==> src/hw/rtl/nms2d_pkg.sv <==
// ----------------------------------------------------------------------------
// nms2d_pkg
// Shared types, constants and helpers for the 2-D non-maximum suppression core.
// ----------------------------------------------------------------------------
package nms2d_pkg;

  localparam int MaxWidth  = 1024;
  localparam int MaxHeight = 4096;
  localparam int MaxRadius = 6;

  localparam int ColW      = $clog2(MaxWidth);
  localparam int RowW      = $clog2(MaxHeight);
  localparam int StoreRows = 2 * MaxRadius + 1;
  localparam int SlotW     = $clog2(StoreRows);
  localparam int AddrW     = SlotW + ColW;
  localparam int MemDepth  = StoreRows * MaxWidth;

  localparam int WidthW    = 11;
  localparam int HeightW   = 13;
  localparam int RadW      = 3;
  localparam int PixW      = 16;
  localparam int CfgW      = 16;
  localparam int CfgIdxW   = 2;

  typedef enum logic [CfgIdxW-1:0] {
    CfgWidth  = 2'd0,
    CfgHeight = 2'd1,
    CfgRadius = 2'd2,
    CfgThresh = 2'd3
  } cfg_idx_e;

  typedef struct packed {
    logic [PixW-1:0] pixel_value;
    logic            frame_start;
  } pix_in_t;

  typedef struct packed {
    logic [11:0] out_row;
    logic [9:0]  out_col;
    logic        is_peak;
    logic        last_of_run;
  } dec_out_t;

  typedef struct packed {
    logic capture;
    logic prep;
    logic centre_rd;
    logic scan_init;
    logic scan_rd;
    logic advance;
  } nms2d_cmd_t;

  typedef struct packed {
    logic has_run;
    logic scan_last;
    logic run_last;
  } nms2d_sts_t;

  function automatic logic [SlotW-1:0] slot_inc(input logic [SlotW-1:0] s);
    logic [SlotW-1:0] r;
    if (s == SlotW'(StoreRows - 1)) r = '0;
    else r = s + SlotW'(1);
    return r;
  endfunction

  function automatic logic [SlotW-1:0] slot_sub(input logic [SlotW-1:0] s,
                                               input logic [RadW-1:0]  d);
    logic [SlotW:0] t;
    t = {1'b0, s} + (SlotW+1)'(StoreRows) - {{(SlotW+1-RadW){1'b0}}, d};
    if (t >= (SlotW+1)'(StoreRows)) t = t - (SlotW+1)'(StoreRows);
    return t[SlotW-1:0];
  endfunction

endpackage

==> src/hw/rtl/nms2d_ctrl.sv <==
// ----------------------------------------------------------------------------
// nms2d_ctrl
// Sequencer: takes an item, stores it, then scans the window of each decided
// pixel and hands out one decision at a time.
// ----------------------------------------------------------------------------
module nms2d_ctrl (
  input  logic                  clk_i,
  input  logic                  rst_ni,
  input  logic                  in_valid_i,
  output logic                  in_stall_o,
  output logic                  out_valid_o,
  input  logic                  out_stall_i,
  output nms2d_pkg::nms2d_cmd_t cmd_o,
  input  nms2d_pkg::nms2d_sts_t sts_i
);
  import nms2d_pkg::*;

  typedef enum logic [6:0] {
    StIdle   = 7'b0000001,
    StPrep   = 7'b0000010,
    StCentre = 7'b0000100,
    StCwait  = 7'b0001000,
    StScan   = 7'b0010000,
    StDrain  = 7'b0100000,
    StEmit   = 7'b1000000
  } state_e;

  state_e state_q, state_d;

  always_comb begin
    state_d     = state_q;
    cmd_o       = '0;
    in_stall_o  = 1'b1;
    out_valid_o = 1'b0;
    case (state_q)
      StIdle: begin
        in_stall_o = 1'b0;
        if (in_valid_i) begin
          cmd_o.capture = 1'b1;
          state_d       = StPrep;
        end
      end
      StPrep: begin
        cmd_o.prep = 1'b1;
        state_d    = sts_i.has_run ? StCentre : StIdle;
      end
      StCentre: begin
        cmd_o.centre_rd = 1'b1;
        state_d         = StCwait;
      end
      StCwait: begin
        cmd_o.scan_init = 1'b1;
        state_d         = StScan;
      end
      StScan: begin
        cmd_o.scan_rd = 1'b1;
        if (sts_i.scan_last) state_d = StDrain;
      end
      StDrain: begin
        state_d = StEmit;
      end
      StEmit: begin
        out_valid_o = 1'b1;
        if (!out_stall_i) begin
          cmd_o.advance = 1'b1;
          state_d       = sts_i.run_last ? StIdle : StCentre;
        end
      end
      default: begin
        state_d = StIdle;
      end
    endcase
  end

  always_ff @(posedge clk_i or negedge rst_ni) begin
    if (!rst_ni) begin
      state_q <= StIdle;
    end else begin
      state_q <= state_d;
    end
  end

endmodule

==> config.mk <==
export PLATFORM = sky130hd
export DESIGN_NAME = nms2d_ctrl
export DESIGN_NICKNAME = d
export VERILOG_FILES = /design/src/hw/rtl/nms2d_pkg.sv /design/src/hw/rtl/nms2d_ctrl.sv
export SDC_FILE = /design/constraint.sdc
export NUM_CORES = 1
export LEC_CHECK = 0
export ABC_AREA = 0
export BUFFER_PORTS_ARGS = -buffer_cell sky130_fd_sc_hd__buf_2
export CAP_MARGIN = 20
export CORE_AREA = 8 8 45 47
export DETAILED_ROUTE_END_ITERATION = 6
export DIE_AREA = 0 0 53 55
export PLACE_DENSITY = 0.73
export SLEW_MARGIN = 25
export SYNTH_ARGS = -nofsm -noshare
export SYNTH_HDL_FRONTEND = slang
export SYNTH_SLANG_ARGS = --single-unit
==> constraint.sdc <==
create_clock -name clk_i -period 3.6 [get_ports clk_i]
set_input_delay 0.72 -clock clk_i [delete_from_list [all_inputs] [get_ports clk_i]]
set_output_delay 0.72 -clock clk_i [all_outputs]
set_load 0.01 [all_outputs]
== Yosys cells after proc, flatten, opt, wreduce, memory -nomap -nowiden ==
Index checks and enable logic that the tools add are counted.
W data, S select, Z words.
Word-level totals
  input port bits: 7
  word-level logic and storage cells: 28
  register bits: 7
Operators by class
  reduce and logical (&&, ||, !) cells: 1
  eq/ne operators: 10
  muxes and demuxes: 16
Operators with widths (count)
  $pmux W7 S7: 1
  $mux W7: 3
  $mux W1: 10
  $eq A7 B1 Y1 const B: 1
  $eq A7 B2 Y1 const B: 1
  $eq A7 B3 Y1 const B: 1
  $eq A7 B4 Y1 const B: 1
  $eq A7 B5 Y1 const B: 1
  $eq A7 B6 Y1 const B: 1
  $eq A7 B7 Y1 const B: 1
  $mux W3: 2
  $ne A2 B2 Y1 const B: 3
  $reduce_and A3 Y1: 1

== Depth between registers and ports, before layout ==
  word-level depth: 3
  gate-level depth with buffers: 5
  depth with buffers taken out: 4

== Least setup slack after synthesis ==
Ideal clock, no wire load.
  path type: reg-to-output
  from: register state_q[2]
  to: output port cmd_o[5] (netlist name)
  arrival time: 1.107 ns
  stages on the path, launching flop included: 5
  path slack: 1.773 ns
  cell sequence: dfrtp_1 -> buf_4 -> nor3_1 -> nand3_1 -> nor2_1
RTL lines
  start: declaration: line nms2d_ctrl.sv:28  | state_e state_q, state_d;
  start signal: assignment: line nms2d_ctrl.sv:77  | state_q <= StIdle;
  start signal: assignment: line nms2d_ctrl.sv:79  | state_q <= state_d;
  end: declaration: line nms2d_ctrl.sv:13  | output nms2d_pkg::nms2d_cmd_t cmd_o,

==> summary.txt <==
Status
  • Status: finished, final reports clean

Global route
  • Global route overflow: 0
  • First-pass GRT wire length: 2.08 mm
  • Gr usage total: 9.96%
  • Number of global-route vias before repair: between 400 and 500
  • Largest net degree at the start of global routing: 13
  • Initial antenna violation count: 0

Place
  • Routability-driven placement congestion ratio: 0.820
  • Area post-placement: approximately 600 um^2
  • I/O Buffers: 14
  • DP Wirelength: approximately 1.0 mm

Clock network
  • Post-CTS Resized: 0
  • CTS sink cnt: 7
  • Total CTS buffers: 3
  • Bufs on Longest Clock Path: 2
  • Post-CTS Setup Repair Bufs: 0
  • Worst skew pair latency: 0.27 ns
  • H-Tree Depth: 1
  • Cts hold-fix bufs: 0
  • CTS root buf: clkbuf_4
  • CTS tree: built
  • Clk pin slew, worst setup/hold paths: roughly 0.06 ns

Timing
  • Setup TNS: 0 ns
  • Final setup violating endpoints: 0
  • Hold Fails Final Rpt: 0
  • RSZ-0062 raised after global routing: false
  • Highest clock rate: ~0.44 GHz
  • Fin. max-slew vios: 0
  • Worst slew pin tran: between 0.4 and 0.5 ns
  • Relative slew slack: between 70% and 80%
  • Crit share post-route: roughly 64%
  • Clock Skews: between 0.008 and 0.009 ns
  • Period minus WS final: about 2.3 ns

Floorplanning
  • Initial core utilization: between 30% and 40%
  • Die Ht: about 55 um
  • Top Ports: 15
  • Placeable Area: between 1000 and 1500 um^2
  • Row cnt: 14
  • Die area: approximately 2900 um^2
  • Die width: 53 um

Yosys
  • Seq/Total Area, Yosys: about a third
  • Post-synth EDFFs: 0
  • Synth Cell Area: between 500 and 600 um^2
  • Post-synth top flop: dfrtp_1
  • Syn nets: 68
  • Flops & latches, synth: 7
  • Async S/R FF share, synth: 100%
  • Mapped Cells: 61
  • Distinct cells, synth: 31
  • Syn avg cell area: approximately 8.9 um^2
  • Ys Warns: 0

Critical path
  • Worst path slowest cell: dfrtp_1
  • Worst EP required: roughly 2.9 ns
  • WP buf/inv: 1
  • Top delay family on crit path: simple AND/OR/NAND/NOR gates
  • CP Data Arrival Time: 1.57 ns
  • CP Cell Sequence: nor3_4, nand2_2, nor3b_1, buf_2
  • Setup CP Type: reg -> out
  • Critical Path Source Type: flop
  • CP max FO: 12
  • Crit. End Element: output pin
  • Slowest Stage Delay on Critical Path: 0.53 ns

Job
  • MaxCap Viol Count: 0

Power and ir drop
  • Net Sw Frac: 40.1%
  • Logic pwr share: 38.3%
  • P_sw: 127 uW
  • Pwr/cell area: 508 nW/um^2
  • Sequential share of power: between 30% and 40%
  • Total power: 318 uW
  • Leak pwr: 0.000320 uW
  • Clk pwr share: 24.1%
  • Peak VDD IR: between 0.2 and 0.25 mV
  • Internal cell power: between 150 and 200 uW

Routing
  • Vias per cell: between 5 and 6
  • Via count: 509
  • DR WL/cell: between 10 and 15 um
  • Final wirelength: ~1.3 mm
  • Post-route ant nets: 0
  • 1st-pass router iterations: 4
  • Initial DRC Count: 22
  • Drc violations: 0

Finish
  • Area Overhead vs Synth: 14.9%
  • Commonest non-fill, non-tap cell in the layout: buf_2
  • Antenna diode count: 0
  • Max reg flops: 7
  • Fraction of layout cells with a size suffix above 1: between 30% and 40%
  • Most frequent cells in the layout: buf_2, dfrtp_1, inv_1, nor2_1
  • Fin nets: 83
  • Most flop-heavy register: state_q
  • Top Registers: state_q: 7 flops
  • Post-route cell area: ~630 um^2

Min path
  • Worst hold path class: in -> async
per-stage QoR:
stage,utilization (%),hold slack (ns),std cells,setup slack [ns]
after CTS,45.2,0.270,91,1.34
after global placement,43.3,0.557,87,1.62
final,45.2,0.276,91,1.31
after floorplan,-,0.424,61,1.77
after detailed placement,43.3,0.562,87,1.63
after global routing,45.2,0.284,91,1.25
cells in the mapped netlist, types with 2 or more instances:
| library cell | number | area (um^2) |
|---|---|---|
| nand3_1 | 4 | 20.0 |
| nor3b_1 | 4 | 30.0 |
| buf_6 | 2 | 22.5 |
| nand2_1 | 2 | 7.51 |
| nor3_1 | 3 | 15.0 |
| xor2_1 | 2 | 17.5 |
| o21ai_1 | 2 | 10.0 |
| and3_1 | 2 | 12.5 |
| nor3_4 | 2 | 32.5 |
| nor2_1 | 5 | 18.8 |
| dfrtp_1 | 6 | 150 |
| o21ai_0 | 3 | 15.0 |
| nand4b_1 | 2 | 17.5 |
| inv_1 | 5 | 18.8 |
path summary, 6_finish.rpt:
path	from	to	slack (ns)	cells after the start
min in group clk_i	sts_i[1]	state_q[4]	0.66	2
max reg2reg	state_q[6]	state_q[4]	2.26	4
max in group asynchronous	rst_ni	state_q[0]	3.10	1
min reg2reg	state_q[0]	state_q[1]	0.66	2
min	rst_ni	state_q[4]	0.28	1
max	state_q[6]	cmd_o[3]	1.31	4
power by group through the flow:
| stage | Sequential, uW | Clock (uW) | Combinational (uW) |
|---|---|---|---|
| final | 119 | 76.6 | 122 |
| after global routing | 122 | 82.1 | 135 |
| after CTS | 119 | 79.8 | 122 |
| after detailed placement | 120 | 0 | 121 |
| after global placement | 121 | 0 | 121 |
| after floorplan | 111 | 0 | 93.4 |
metal layers:
metal / wire length (um) / track usage (%) / up-vias
met1: 599 / 12.2 / 234
met2: 556 / 13.3 / 22
met3: 117 / 2.94 / 5
li1: - / - / 248
met4: 44 / 9.91 / 0
met5: 0 / 0 / -
kinds of logic after synthesis:
logic type | count (synthesis) | synth area share (%)
AO/OA/AOI/OAI | 12 | 15.6
buffers and inverters | 9 | 9.88
XOR/XNOR | 2 | 3.22
AND/OR/NAND/NOR | 31 | 38.9
flip-flops | 7 | 32.4
layout make-up:
type	count	area (um^2)
Fill cell	136	758
Multi-Input combinational cell	45	314
Sequential cell	7	176
Timing Repair Buffer	14	70.1
Clock buffer	4	26.3
Tap cell	16	20.0
Inverter	5	18.8
Power figures use the tool's default switching activity.
